File: config.mk
export PLATFORM = sky130hd
export DESIGN_NAME = ddo_mul
export DESIGN_NICKNAME = d
export VERILOG_FILES = /design/src/hdl/ddo_mul.sv
export SDC_FILE = /design/constraint.sdc
export NUM_CORES = 1
export LEC_CHECK = 0
export ABC_AREA = 0
export BUFFER_PORTS_ARGS = -buffer_cell sky130_fd_sc_hd__buf_2
export CORE_MARGIN = 1.5
export CORE_UTILIZATION = 51
export DETAILED_ROUTE_END_ITERATION = 6
export GPL_ROUTABILITY_DRIVEN = 0
export PLACE_DENSITY = 0.8
export SLEW_MARGIN = 25
export SYNTH_ARGS = -nofsm -noshare
export SYNTH_HDL_FRONTEND = slang
export SYNTH_SLANG_ARGS = --single-unit
File: constraint.sdc
create_clock -name clk -period 3.15 [get_ports clk]
set_input_delay 0.63 -clock clk [delete_from_list [all_inputs] [get_ports clk]]
set_output_delay 0.63 -clock clk [all_outputs]
set_load 0.01 [all_outputs]
File: src/hdl/ddo_mul.sv
// Bit-serial unsigned shift-add multiplier, one multiplier bit per cycle.
`default_nettype none

module ddo_mul #(
  parameter int AW = 64,
  parameter int BW = 32
) (
  input  logic             clk,
  input  logic             rst,
  input  logic             start,
  input  logic [AW-1:0]    a,
  input  logic [BW-1:0]    b,
  output logic             busy,
  output logic [AW+BW-1:0] p
);
  localparam int CNTW = $clog2(BW + 1);

  logic [CNTW-1:0] cnt;
  logic [AW-1:0]   a_r;
  logic [AW:0]     sum;

  assign sum  = {1'b0, p[AW+BW-1:BW]} + (p[0] ? {1'b0, a_r} : (AW+1)'(0));
  assign busy = (cnt != '0);

  always_ff @(posedge clk) begin
    if (rst) begin
      cnt <= '0;
    end else if (start) begin
      cnt <= CNTW'(BW);
    end else if (busy) begin
      cnt <= cnt - 1'b1;
    end
  end

  always_ff @(posedge clk) begin
    if (start) begin
      a_r <= a;
      p   <= {AW'(0), b};
    end else if (busy) begin
      p <= {sum, p[BW-1:1]};
    end
  end
endmodule

`default_nettype wire

==> metrics.log <==
[metrics] status: finished with violations
[metrics] violations in the final reports: negative setup slack
[metrics] Sw Share: 40.9%
[metrics] Synth Area in XOR/XNOR: 4.58%
[metrics] filler cell count: 1466
[metrics] height of the die: 143 um
[metrics] portion of the post-synthesis area used by sequential elements: 43.1%
[metrics] source-to-sink clock delay at the later pin of the worst-skew pair: 0.44 ns
[metrics] Combinational Power Share: 49.4%
[metrics] number of antenna violations at the first check in global routing: 0
[metrics] first-pass detailed-route iteration total: 7
[metrics] cell count after synthesis: 1055
[metrics] Clk network pwr share: 19.3%
[metrics] number of endpoints failing setup at the final stage: 11
[metrics] Cell Pwr Density: 799 nW/um^2
[metrics] Setup Total Neg Slack: -0.835 ns
[metrics] x dimension of the die: 143 um
[metrics] Inserted Clock Buffers: 17
[metrics] post-detailed-route via-to-cell ratio: 5.78
[metrics] library cell with the highest instance count after synthesis: sky130_fd_sc_hd__nand2_1
[metrics] Worst Hold Class: in2reg
[metrics] TritonCTS clock tree: done
[metrics] sequential share of power: 31.3%
[metrics] Simple-Gate Fraction of Synth Area: 16.9%
[metrics] fraction of registers with async set or reset after synthesis: 0%
[metrics] wire length reported by the detailed router: 28600 um
[metrics] adder-cell area share of the yosys netlist: 8.38%
[metrics] average footprint of a synthesized cell: 9.42 um^2
[metrics] via count of the first global-routing pass: 8893
[metrics] area share of the largest cell type after synthesis: 29.0%
[metrics] net count after synthesis: 1220
[metrics] crit end category: flip-flop
[metrics] count of pins over their slew limit: 0
[metrics] Min Hold Slack: 0.364 ns
[metrics] Placement Cell Area: 11900 um^2
[metrics] initial cell density of the core: 52.6%
[metrics] via total after detailed routing: 9310
[metrics] Slew Limit Headroom: 48.5%
[metrics] flip-flop and latch count after synthesis: 166
[metrics] combined area of all synthesized cells: 9940 um^2
[metrics] total clock sinks: 166
[metrics] number of input and output port buffers inserted: 195
[metrics] fraction of synthesized area in multiplexers: 3.83%
[metrics] crit path DAT: 3.59 ns
[metrics] commonest cells in the synthesized netlist: sky130_fd_sc_hd__nand2_1 (133), sky130_fd_sc_hd__a21oi_1 (118), sky130_fd_sc_hd__edfxtp_1 (96), sky130_fd_sc_hd__and2_1 (70), sky130_fd_sc_hd__dfxtp_1 (70)
[metrics] io pins: 196
[metrics] Avg WL per Cell: 17.8 um
[metrics] net load switching power: 4300 uW
[metrics] combinational family with the most area after synthesis: compound AO/OA/AOI/OAI gates
[metrics] utilization after layout: 69.5%
[metrics] maximum fanout count along the critical path: 22
[metrics] total global-route track usage: 27.1%
[metrics] Max-cap violations: 0
[metrics] Synth Area in Compound Gates: 19.9%
[metrics] critical path launch point type: flip-flop
[metrics] EDFF count, synth: 96
[metrics] DRC violations left: 0
[metrics] Root Buffer Master: sky130_fd_sc_hd__clkbuf_16
[metrics] maximum number of pins on one net before global-route repair: 66
[metrics] worst slack at placement: -0.220 ns
[metrics] wire length of the first global-routing pass: 43500 um
[metrics] first-iteration detailed-routing DRC count: 794
[metrics] placeable core area: 18900 um^2
[metrics] final standard cell area without fillers: 13100 um^2
[metrics] area of the die: 20300 um^2
[metrics] Detail Placement HPWL: 20500 um
[metrics] CTS clk-pin slew, worst paths: 0.07 ns
[metrics] internal power: 6200 uW
[metrics] achievable frequency: 304 MHz
[metrics] cell type with the largest total area after synthesis: sky130_fd_sc_hd__edfxtp_1
[metrics] maximum level of the CTS H-tree: 4
[metrics] share of cells above drive strength 1: 36.0%
[metrics] pin slew with the least headroom to its limit: 0.773 ns
[metrics] count of cell types in the netlist: 72
[metrics] setup repair after global routing missed its margin: true
[metrics] Max Root-Sink Buffers: 2
[metrics] cells taking the most area after synthesis: sky130_fd_sc_hd__edfxtp_1 (29%), sky130_fd_sc_hd__dfxtp_1 (14%), sky130_fd_sc_hd__ha_1 (8.2%)
[metrics] maximum ir drop on the vdd rail: 0.597 mV
[metrics] overflow left after global routing: 0
[metrics] area growth from synthesis to final layout: 32.1%
[metrics] Final Hold Fails: 0
[metrics] remaining number of nets flagged by the antenna check after routing: 0
[metrics] Total Nets Final: 1501
[metrics] time the worst path needs with I/O delays and setup: 3.29 ns
[metrics] data required time of the critical path: 3.45 ns
[metrics] Leakage Power: 0.00575 uW
[metrics] Yosys warning count: 0
[metrics] most instantiated flip-flop cell in the synthesis netlist: sky130_fd_sc_hd__edfxtp_1
[metrics] start-to-end type of the worst setup path: reg2reg
[metrics] final worst clock skew: 0.0134 ns
[metrics] post-route fraction of the period consumed by the critical path: 104%
[metrics] cell row count: 50
[metrics] fin worst setup slack: -0.141 ns
cell families (layout without fill, tap and decap cells):
logic type | Yosys count | after routing
buffers and inverters | 82 | 376
DFF | 166 | 166
other | 0 | 1
and+or+nand+nor | 343 | 343
adders and majority gates | 66 | 66
AOI/OAI and AO/OA | 312 | 312
muxes | 34 | 34
xor gates and xnor gates | 52 | 52
worst max-delay path, stage by stage (launching register included):
cell,delay [ns]
sky130_fd_sc_hd__edfxtp_1,0.42
sky130_fd_sc_hd__buf_6,0.15
sky130_fd_sc_hd__buf_4,0.19
sky130_fd_sc_hd__and2_1,0.16
sky130_fd_sc_hd__ha_1,0.29
sky130_fd_sc_hd__buf_4,0.15
sky130_fd_sc_hd__a21oi_1,0.24
sky130_fd_sc_hd__o2111ai_1,0.18
sky130_fd_sc_hd__a221oi_2,0.25
sky130_fd_sc_hd__a211oi_2,0.09
sky130_fd_sc_hd__a22oi_1,0.34
sky130_fd_sc_hd__nand2_2,0.14
sky130_fd_sc_hd__buf_4,0.17
sky130_fd_sc_hd__o21ai_4,0.16
sky130_fd_sc_hd__o31a_1,0.16
sky130_fd_sc_hd__a211oi_1,0.07
path summary, 6_finish.rpt:
path,from,to,slack [ns],cells past startpoint
max,p[0],p[95],-0.14,15
min reg2reg,p[80],p[80],0.47,2
min,a[51],a_r[51],0.36,1
max reg2reg,p[0],p[95],-0.14,15
area by class of cell:
class                           instances  area, um^2  share of cell area, %
Multi-Input combinational cell        807        5920                   45.1
Clock inverter                         15         140                   1.07
Timing Repair Buffer                  320        1940                   14.8
Clock buffer                           17         425                   3.24
Inverter                               24        90.1                  0.686
Sequential cell                       166        4280                   32.6
Tap cell                              260         325                   2.48
Antenna cell                            1        2.50                 0.0191
layout by cell type (no fill, tap or decap), types with 7 or more instances in the layout:
cell                          n
sky130_fd_sc_hd__inv_1       24
sky130_fd_sc_hd__buf_4      121
sky130_fd_sc_hd__nor3_1      14
sky130_fd_sc_hd__edfxtp_1    96
sky130_fd_sc_hd__buf_2      194
sky130_fd_sc_hd__dfxtp_1     70
sky130_fd_sc_hd__a21oi_2     18
sky130_fd_sc_hd__ha_4        20
sky130_fd_sc_hd__a21oi_1     99
sky130_fd_sc_hd__xor2_1      17
sky130_fd_sc_hd__nand4_1     21
sky130_fd_sc_hd__a31oi_1      7
sky130_fd_sc_hd__o211ai_1    10
sky130_fd_sc_hd__and2_1      62
sky130_fd_sc_hd__and2_4       7
sky130_fd_sc_hd__nand3_1     18
sky130_fd_sc_hd__nor3_2       7
sky130_fd_sc_hd__xnor2_1     34
sky130_fd_sc_hd__ha_1        44
sky130_fd_sc_hd__o21ai_1     17
sky130_fd_sc_hd__and3_1       8
sky130_fd_sc_hd__a211oi_1     7
sky130_fd_sc_hd__nand2_1    130
sky130_fd_sc_hd__o21bai_1    10
sky130_fd_sc_hd__o21ai_0     43
sky130_fd_sc_hd__mux2_2      32
sky130_fd_sc_hd__o21a_1       8
sky130_fd_sc_hd__clkbuf_16   17
sky130_fd_sc_hd__nor2_1      42
sky130_fd_sc_hd__a21o_1      33
state kept, by name, indices dropped and copies added, names as in the netlist:
register / count
cnt: 6
a_r: 64
p: 96
per-layer routing:
layer	track usage, %	part of all wire (%)	up-vias
met1	34.9	41	4347
met2	44.0	47	455
met3	6.24	7.9	77
met4	11.2	3.6	0
met5	0	0	-
li1	-	-	4431
power by group through the flow:
stage                     sequential [uW]  combinational (uW)  clock (uW)
final                                3280                5190        2020
after floorplan                      3360                2720           0
after detailed placement             3270                4680           0
after global routing                 3340                5640        2120
after CTS                            3240                4780        2050
after global placement               3270                4590           0
metrics by stage:
stage / instances / power (uW)
finish: 1610 / 10500
global route: 1609 / 11100
detailed placement: 1565 / 7950
global placement: 1565 / 7860
CTS: 1598 / 10100
floorplan: 1055 / 6080
what timing repair did:
item,CTS,global route
setup buffers,1,11
gates resized for setup,21,90
hold buffers,0,0
setup endpoints to repair,32,40
pin swaps,7,26
Note: power is estimated with default switching activity, not from simulation.
