**src/hdl/ddo_div.sv**
```systemverilog
// Restoring unsigned divider, one quotient bit per cycle, saturating at a limit.
`default_nettype none

module ddo_div #(
  parameter int NW = 96,
  parameter int DW = 83,
  parameter int QW = 32
) (
  input  logic          clk,
  input  logic          rst,
  input  logic          start,
  input  logic [NW-1:0] num,
  input  logic [DW-1:0] den,
  input  logic [QW-1:0] lim,
  output logic          busy,
  output logic [QW-1:0] q
);
  localparam int CNTW = $clog2(QW + 1);

  logic [CNTW-1:0] cnt;
  logic [DW-1:0]   rem;
  logic [DW-1:0]   den_r;
  logic [QW-1:0]   quo;
  logic [QW-1:0]   lim_r;
  logic            den_zero;
  logic            num_zero;
  logic            ovf;
  logic [DW:0]     trial;
  logic            take;

  assign trial = {rem, quo[QW-1]};
  assign take  = (trial >= {1'b0, den_r});
  assign busy  = (cnt != '0);

  always_comb begin
    if (den_zero) begin
      q = num_zero ? '0 : lim_r;
    end else if (ovf || (quo > lim_r)) begin
      q = lim_r;
    end else begin
      q = quo;
    end
  end

  always_ff @(posedge clk) begin
    if (rst) begin
      cnt <= '0;
    end else if (start) begin
      cnt <= CNTW'(QW);
    end else if (busy) begin
      cnt <= cnt - 1'b1;
    end
  end

  always_ff @(posedge clk) begin
    if (start) begin
      den_r    <= den;
      lim_r    <= lim;
      rem      <= DW'(num[NW-1:QW]);
      quo      <= num[QW-1:0];
      den_zero <= (den == '0);
      num_zero <= (num == '0);
      ovf      <= (DW'(num[NW-1:QW]) >= den);
    end else if (busy) begin
      rem <= take ? DW'(trial - {1'b0, den_r}) : trial[DW-1:0];
      quo <= {quo[QW-2:0], take};
    end
  end
endmodule

`default_nettype wire

```
**config.mk**
```make
export PLATFORM = sky130hd
export DESIGN_NAME = ddo_div
export DESIGN_NICKNAME = d
export VERILOG_FILES = /design/src/hdl/ddo_div.sv
export SDC_FILE = /design/constraint.sdc
export NUM_CORES = 1
export LEC_CHECK = 0
export BUFFER_PORTS_ARGS = -buffer_cell sky130_fd_sc_hd__clkbuf_2
export CORE_AREA = 10 10 251 181
export CTS_CLUSTER_SIZE = 25
export DETAILED_ROUTE_END_ITERATION = 12
export DIE_AREA = 0 0 261 191
export PLACE_DENSITY = 0.65
export SKIP_CTS_REPAIR_TIMING = 1
export SLEW_MARGIN = 20
export SYNTH_ARGS = -nofsm -noshare
export SYNTH_HDL_FRONTEND = slang
export SYNTH_SLANG_ARGS = --single-unit
export TNS_END_PERCENT = 1
```
**constraint.sdc**
```tcl
create_clock -name clk -period 4.55 [get_ports clk]
set_clock_uncertainty 0.15 [all_clocks]
set_input_delay 0 -clock clk [delete_from_list [all_inputs] [get_ports clk]]
set_output_delay 0 -clock clk [all_outputs]
set_load 0.01 [all_outputs]
```
==> results.tsv, run 1 <==
stage	metric	value	unit
yosys	yosysWarnings	0	
floorplan	rows	62	
critical_path	path_class	flop to output pin	
critical_path	startpoint_type	flop	
place	port_buffers	246	
yosys	syn_nets	2491	
min_path	min_to	lim_r[22]	
critical_path	worstRegToRegCells	16	
timing	rsz0062_at_grt	no	
clock_tree	clock_sinks	239	
finish	area_growth	28.37	%
drt	wl_per_cell	20.87	µm
clock_tree	cts_tree	yes	
yosys	yosysTopAreaCellShare	0.3562	
yosys	ys_types	78	
yosys	ys_ff_latch	239	
finish	drive_gt1_frac	0.1355	
place	post-dp-hpwl	48340	µm
floorplan	fp.coreArea	0.04057	mm²
outcome	violations	hold timing	
global_routing	antenna_found_initial	7	
min_path	hold_depth	2	
drt	dr_total_vias	17740	
timing	fin_crit	4.363	ns
critical_path	crit_path_start	quo[25]	
yosys	async_reset_ff_frac	0	
timing	layout_setup_ws	0.1869	ns
critical_path	reg2reg_slack	0.30	ns
pwr	peakVddDrop	0.3150	mV
clock_tree	cts_root_buf	clkbuf_16	
timing	slew_violations	0	
floorplan	die-area	0.04985	mm²
finish	instances_no_fill	3105	
job	drv_cap	0	
yosys	yosysMostFrequentCell	inv_1	
clock_tree	htreeDepth	1	
critical_path	crit_fanout	62	
timing	setup_tns	0	ns
clock_tree	worstSkewPairLatency	0.57	ns
pwr	cellLeakagePower	10.61	nW
clock_tree	clk_pin_slew	0.06	ns
finish	layout.nets	2931	
timing	whs	-0.004329	ns
critical_path	worstSetupEndpointType	output pin	
global_routing	first_global_vias	15610	
floorplan	die_x	261	µm
timing	max_freq	0.2292	GHz
outcome	status	finished, violations left	
min_path	worstHoldStart	lim[22]	
timing	setup-violations-final	0	
drt	drt.antenna.violating_nets	0	
timing	worst_pin_slew	1.063	ns
drt	wl	64810	µm
critical_path	arrival	4.21	ns
yosys	yosysSeqAreaShare	0.3840	
clock_tree	cts_inserted_buffers	26	
global_routing	grt_max_degree	96	
min_path	min_path_type	input pin to flop	
drt	dr.pass1.iters	7	
drt	via_per_inst	5.713	
timing	max_slew_margin	0.2855	
clock_tree	cts.path.max_buffers	3	
critical_path	r2r-end	rem[82]	
drt	drc	0	
floorplan	ioPinCount	247	
floorplan	start_util	0.4446	
yosys	synth_ff_type	edfxtp_1	
global_routing	grt-ovfl-total	0	
pwr	p_per_area	517.6	mW/mm²
timing	hold_viol_final	2	
yosys	syn-cell-area	0.01804	mm²
timing	fin_crit_sh	0.9589	
place	placed_cells	2824	
yosys	synth_edf_count	214	
yosys	synthTopCellsByCount	inv_1, nand2_1, edfxtp_1	
yosys	synth.top_cells.by_area	edfxtp_1, ha_1, a21oi_1	
global_routing	grt_use_total	0.2347	
critical_path	worst_ep_required_time	4.40	ns
yosys	synth_top_area_cell	edfxtp_1	
floorplan	dieHeight	191	µm
yosys	syn_avg_cell_area	8.607	µm²
yosys	synthCells	2096	
place	dp_slack	0.1122	ns
drt	first_iter_violations	1863	
critical_path	rr_startpoint	quo[31]	
place	place_congestion	0.9594	
global_routing	grt_pass1_wl	91490	µm
## metrics by stage
stage                 util  hold WS, ns  instance area (µm²)  power [mW]
floorplan                -     -0.08059                18040       7.553
global placement    0.4905      0.02655                19900       9.255
detailed placement  0.4905      0.02866                19900       9.294
finish              0.5708    -0.004329                23160       11.99
CTS                 0.5126      -0.5653                20800       11.65
global route        0.5708    -0.006260                23160       12.78
## worst max-delay path: stages (launching register included)
cell and delay (ns):
edfxtp_1 0.42, ha_1 0.35, a21o_1 0.19, a21oi_1 0.18
nor2b_1 0.06, o21ai_0 0.15, nand2b_1 0.07, a21oi_1 0.29
nor2_1 0.12, or4_1 0.63, a211oi_4 0.24, buf_6 0.40
nand2_1 0.14, o21ai_0 0.18, clkbuf_2 0.21
## placed cells by master, fill, tap and decap left out, drive strengths merged, types with 22 or more instances in the layout
cell         instances
inv                258
nor3                24
xnor2               36
a211oi              22
a21oi              206
dlygate4sd3        228
edfxtp             214
nand2              246
o21ai              193
nor2               126
nor4                59
clkbuf             277
buf                 33
nand4               66
xor2                40
dfxtp               25
a21o                72
ha                 180
## cell families (layout without fill, tap and decap cells)
| logic type | count (synthesis) | count (layout) | synth area share |
|---|---|---|---|
| compound gates | 630 | 630 | 0.2124 |
| simple gates | 605 | 605 | 0.1579 |
| buf+inv | 352 | 809 | 0.07525 |
| flops | 239 | 239 | 0.3840 |
| fa+ha+maj | 181 | 181 | 0.1260 |
| xor+xnor | 76 | 76 | 0.03690 |
| mux | 13 | 13 | 0.007629 |
| other cells | 0 | 8 | 0 |
## power breakdown
group | internal (mW) | leakage (nW) | switching [mW]
clock | 1.39 | 0.432 | 0.948
sequential | 3.03 | 2.36 | 0.338
combinational | 2.44 | 7.82 | 3.85
total | 6.85 | 10.6 | 5.14
## layout make-up
| cell class | instances | area [µm²] |
|---|---|---|
| Tap cell | 544 | 680.7 |
| Fill cell | 3503 | 17410 |
| Sequential cell | 239 | 6927 |
| Clock buffer | 32 | 673.1 |
| Clock inverter | 13 | 225.2 |
| Timing Repair Buffer | 506 | 3805 |
| Antenna cell | 8 | 20.02 |
| Multi-Input combinational cell | 1505 | 9858 |
| Inverter | 258 | 968.4 |
## worst max-delay path by stage
stage	endpoint	slack [ns]	cells past startpoint
6_report	q[19]	0.19	14
5_1_grt	rem[69]	0.06	17
4_1_cts	rem[79]	0.09	13
3_5_place_dp	rem[71]	0.11	13
3_3_place_gp	rem[69]	0.29	17
2_1_floorplan	quo[0]	0.54	6
## registers in the layout (all words and copies together) (netlist names)
signal and flops:
cnt 6, den_r 83, den_zero 1, lim_r 32, num_zero 1, ovf 1, quo 32, rem 83
## routing by layer
metal | wire length, µm | GRT usage | vias up | share of wire
li1 | - | - | 8450 | -
met1 | 29530 | 0.3466 | 8314 | 0.46
met2 | 26840 | 0.3280 | 849 | 0.41
met3 | 6764 | 0.07484 | 126 | 0.10
met4 | 1671 | 0.04458 | 0 | 0.026
met5 | 0 | 0 | - | 0
Power figures use the tool's default switching activity.
==> run 2, diff against run 1 <==
Settings changed: CORE_AREA 10 10 251 181 to 10 10 283 203, DIE_AREA 0 0 261 191 to 0 0 293 213, PLACE_DENSITY 0.65 to 0.54.
==> results.tsv, run 2 (synthesis results as in run 1) <==
stage	metric	value	unit	change
drt	dr_total_vias	17390		-1.9%
min_path	min_path_type	input pin to flop		
critical_path	crit_path_start	rem[13]		
timing	hold_viol_final	2		unchanged
critical_path	arrival	4.62	ns	+0.41 ns
drt	drt.antenna.violating_nets	0		unchanged
clock_tree	clock_sinks	239		unchanged
clock_tree	cts.path.max_buffers	3		unchanged
timing	rsz0062_at_grt	no		
pwr	combPwrFrac	0.527		+0.002
critical_path	worstSetupEndpointType	flop		
timing	slew_violations	0		unchanged
critical_path	path_class	flop to flop		
pwr	p_per_area	503.0	mW/mm²	-2.8%
critical_path	reg2reg_slack	0.25	ns	-0.05 ns
place	dp_slack	0.1284	ns	+0.01619 ns
drt	drc	0		unchanged
floorplan	die-area	0.06241	mm²	+25%
floorplan	die_x	293	µm	+12%
clock_tree	cts_inserted_buffers	28		+7.7%
finish	fin_area	0.02345	mm²	+1.3%
place	place_congestion	0.9138		-4.8%
place	placed_area	0.02012	mm²	+1.1%
pwr	p_int	6.732	mW	-1.7%
clock_tree	htreeDepth	1		unchanged
place	port_buffers	246		unchanged
finish	layout.nets	2948		+0.58%
floorplan	ioPinCount	247		unchanged
floorplan	start_util	0.3473		-0.09731
timing	fin_crit	4.299	ns	-0.06413 ns
drt	dr.pass1.iters	5		-2
floorplan	fp.coreArea	0.05194	mm²	+28%
drt	wl_per_cell	19.84	µm	-4.9%
global_routing	first_global_vias	15850		+1.6%
timing	setup-violations-final	0		unchanged
timing	layout_setup_ws	0.2511	ns	+0.06413 ns
global_routing	antenna_found_initial	7		unchanged
timing	max_freq	0.2326	GHz	+1.5%
finish	num-fill-cells	5021		+43%
place	post-dp-hpwl	49490	µm	+2.4%
critical_path	worst_ep_required_time	4.87	ns	+0.47 ns
global_routing	grt_max_degree	194		+100%
drt	via_per_inst	5.331		-6.7%
finish	layout_common_cells	inv_1, nand2_1, clkbuf_2		
drt	wl	64740	µm	-0.10%
pwr	switchingPower	5.064	mW	-1.4%
floorplan	dieHeight	213	µm	+12%
pwr	clkPwrFrac	0.188		-0.007
timing	fin_crit_sh	0.9448		-0.01409
critical_path	rr_startpoint	rem[13]		
pwr	cellLeakagePower	10.67	nW	+0.49%
global_routing	grt_use_total	0.1927		-0.04194
timing	whs	-0.001952	ns	+0.002376 ns
pwr	swShare	0.4293		+0.0008159
critical_path	r2r-end	rem[77]		
job	drv_cap	0		unchanged
finish	area_growth	30.00	%	
min_path	worstHoldStart	lim[20]		
clock_tree	worstSkewPairLatency	0.59	ns	+0.02 ns
outcome	violations	hold timing		
outcome	status	finished, violations left		
min_path	min_to	lim_r[20]		
min_path	hold_depth	2		unchanged
floorplan	rows	70		+13%
clock_tree	cts_tree	yes		
clock_tree	cts_root_buf	clkbuf_16		
finish	top_regs	den_r: 83 flops, rem: 83 flops		
critical_path	crit_fanout	6		-90%
timing	worst_pin_slew	1.128	ns	+0.06462 ns
critical_path	startpoint_type	flop		
drt	first_iter_violations	1628		-13%
clock_tree	clk_pin_slew	0.06	ns	about the same
finish	final_common_cell	inv_1		
timing	max_slew_margin	0.2420		-0.04344
finish	drive_gt1_frac	0.1344		-0.001106
critical_path	worstRegToRegCells	13		-3
global_routing	grt-ovfl-total	0		unchanged
pwr	peakVddDrop	0.3047	mV	-3.3%
pwr	seq_power_share	0.285		+0.004
timing	setup_tns	0	ns	unchanged
global_routing	grt_pass1_wl	94170	µm	+2.9%
## run 2: changes by cell type in the layout (fill, tap and decap cells not counted), sizes merged
cell / before / now
clkbuf: 277 / 288
diode: 8 / 5
buf: 33 / 36
clkinvlp: 1 / 0
bufinv: 6 / 2
dlygate4sd3: 228 / 240
## run 2: worst max path at each step
stage | to | slack [ns] | depth (start not counted)
finish | rem[77] | 0.25 | 13
global route | rem[77] | 0.02 | 13
CTS | rem[3] | 0.11 | 16
detailed placement | rem[32] | 0.13 | 16
global placement | rem[12] | 0.22 | 16
floorplan | quo[0] | 0.54 | 6
## run 2: area by class of cell
| type | count | area, µm² | area share |
|---|---|---|---|
| Timing Repair Buffer | 521 | 3969 | 0.1692 |
| Clock inverter | 8 | 85.08 | 0.003628 |
| Multi-Input combinational cell | 1505 | 9856 | 0.4203 |
| Antenna cell | 5 | 12.51 | 0.0005335 |
| Tap cell | 684 | 855.8 | 0.03649 |
| Clock buffer | 43 | 778.2 | 0.03319 |
| Sequential cell | 239 | 6927 | 0.2954 |
| Inverter | 258 | 968.4 | 0.04130 |
## run 2: per-layer routing
layer  up-vias  GRT usage  routed length [µm]
li1       8475          -                   -
met1      8208     0.2771               30860
met2       629     0.2808               27050
met3        80    0.05510                5563
met4         2    0.04045                1249
met5         -          0                  13
## run 2: metrics by stage
stage | std cells | hold slack, ns | util | power, mW
floorplan | 2096 | -0.08059 | - | 7.553
CTS | 3018 | -0.5816 | 0.4040 | 11.55
detailed placement | 2967 | 0.02871 | 0.3874 | 9.270
global placement | 2967 | 0.02632 | 0.3874 | 9.244
finish | 3263 | -0.001952 | 0.4515 | 11.80
global route | 3261 | -0.003215 | 0.4514 | 12.67
## run 2: power groups by stage
stage          Clock (mW)  Combinational [mW]  Sequential [mW]
2_1_floorplan           0                4.26             3.29
3_3_place_gp            0                5.86             3.39
3_5_place_dp            0                5.89             3.38
4_1_cts              2.28                5.92             3.35
5_1_grt              2.36                6.89             3.42
6_report             2.22                6.22             3.36
## run 2: critical path: stages (launching register included)
cell and delay (ns):
edfxtp_1 0.40, ha_1 0.39, a21oi_1 0.23, o21ai_0 0.17, o31ai_1 0.50, a21boi_0 0.24
buf_4 0.20, or4_1 0.48, o21ai_0 0.32, a21oi_2 0.16, a21oi_1 0.28, nor2_1 0.09
mux2_2 0.29, a221oi_1 0.30
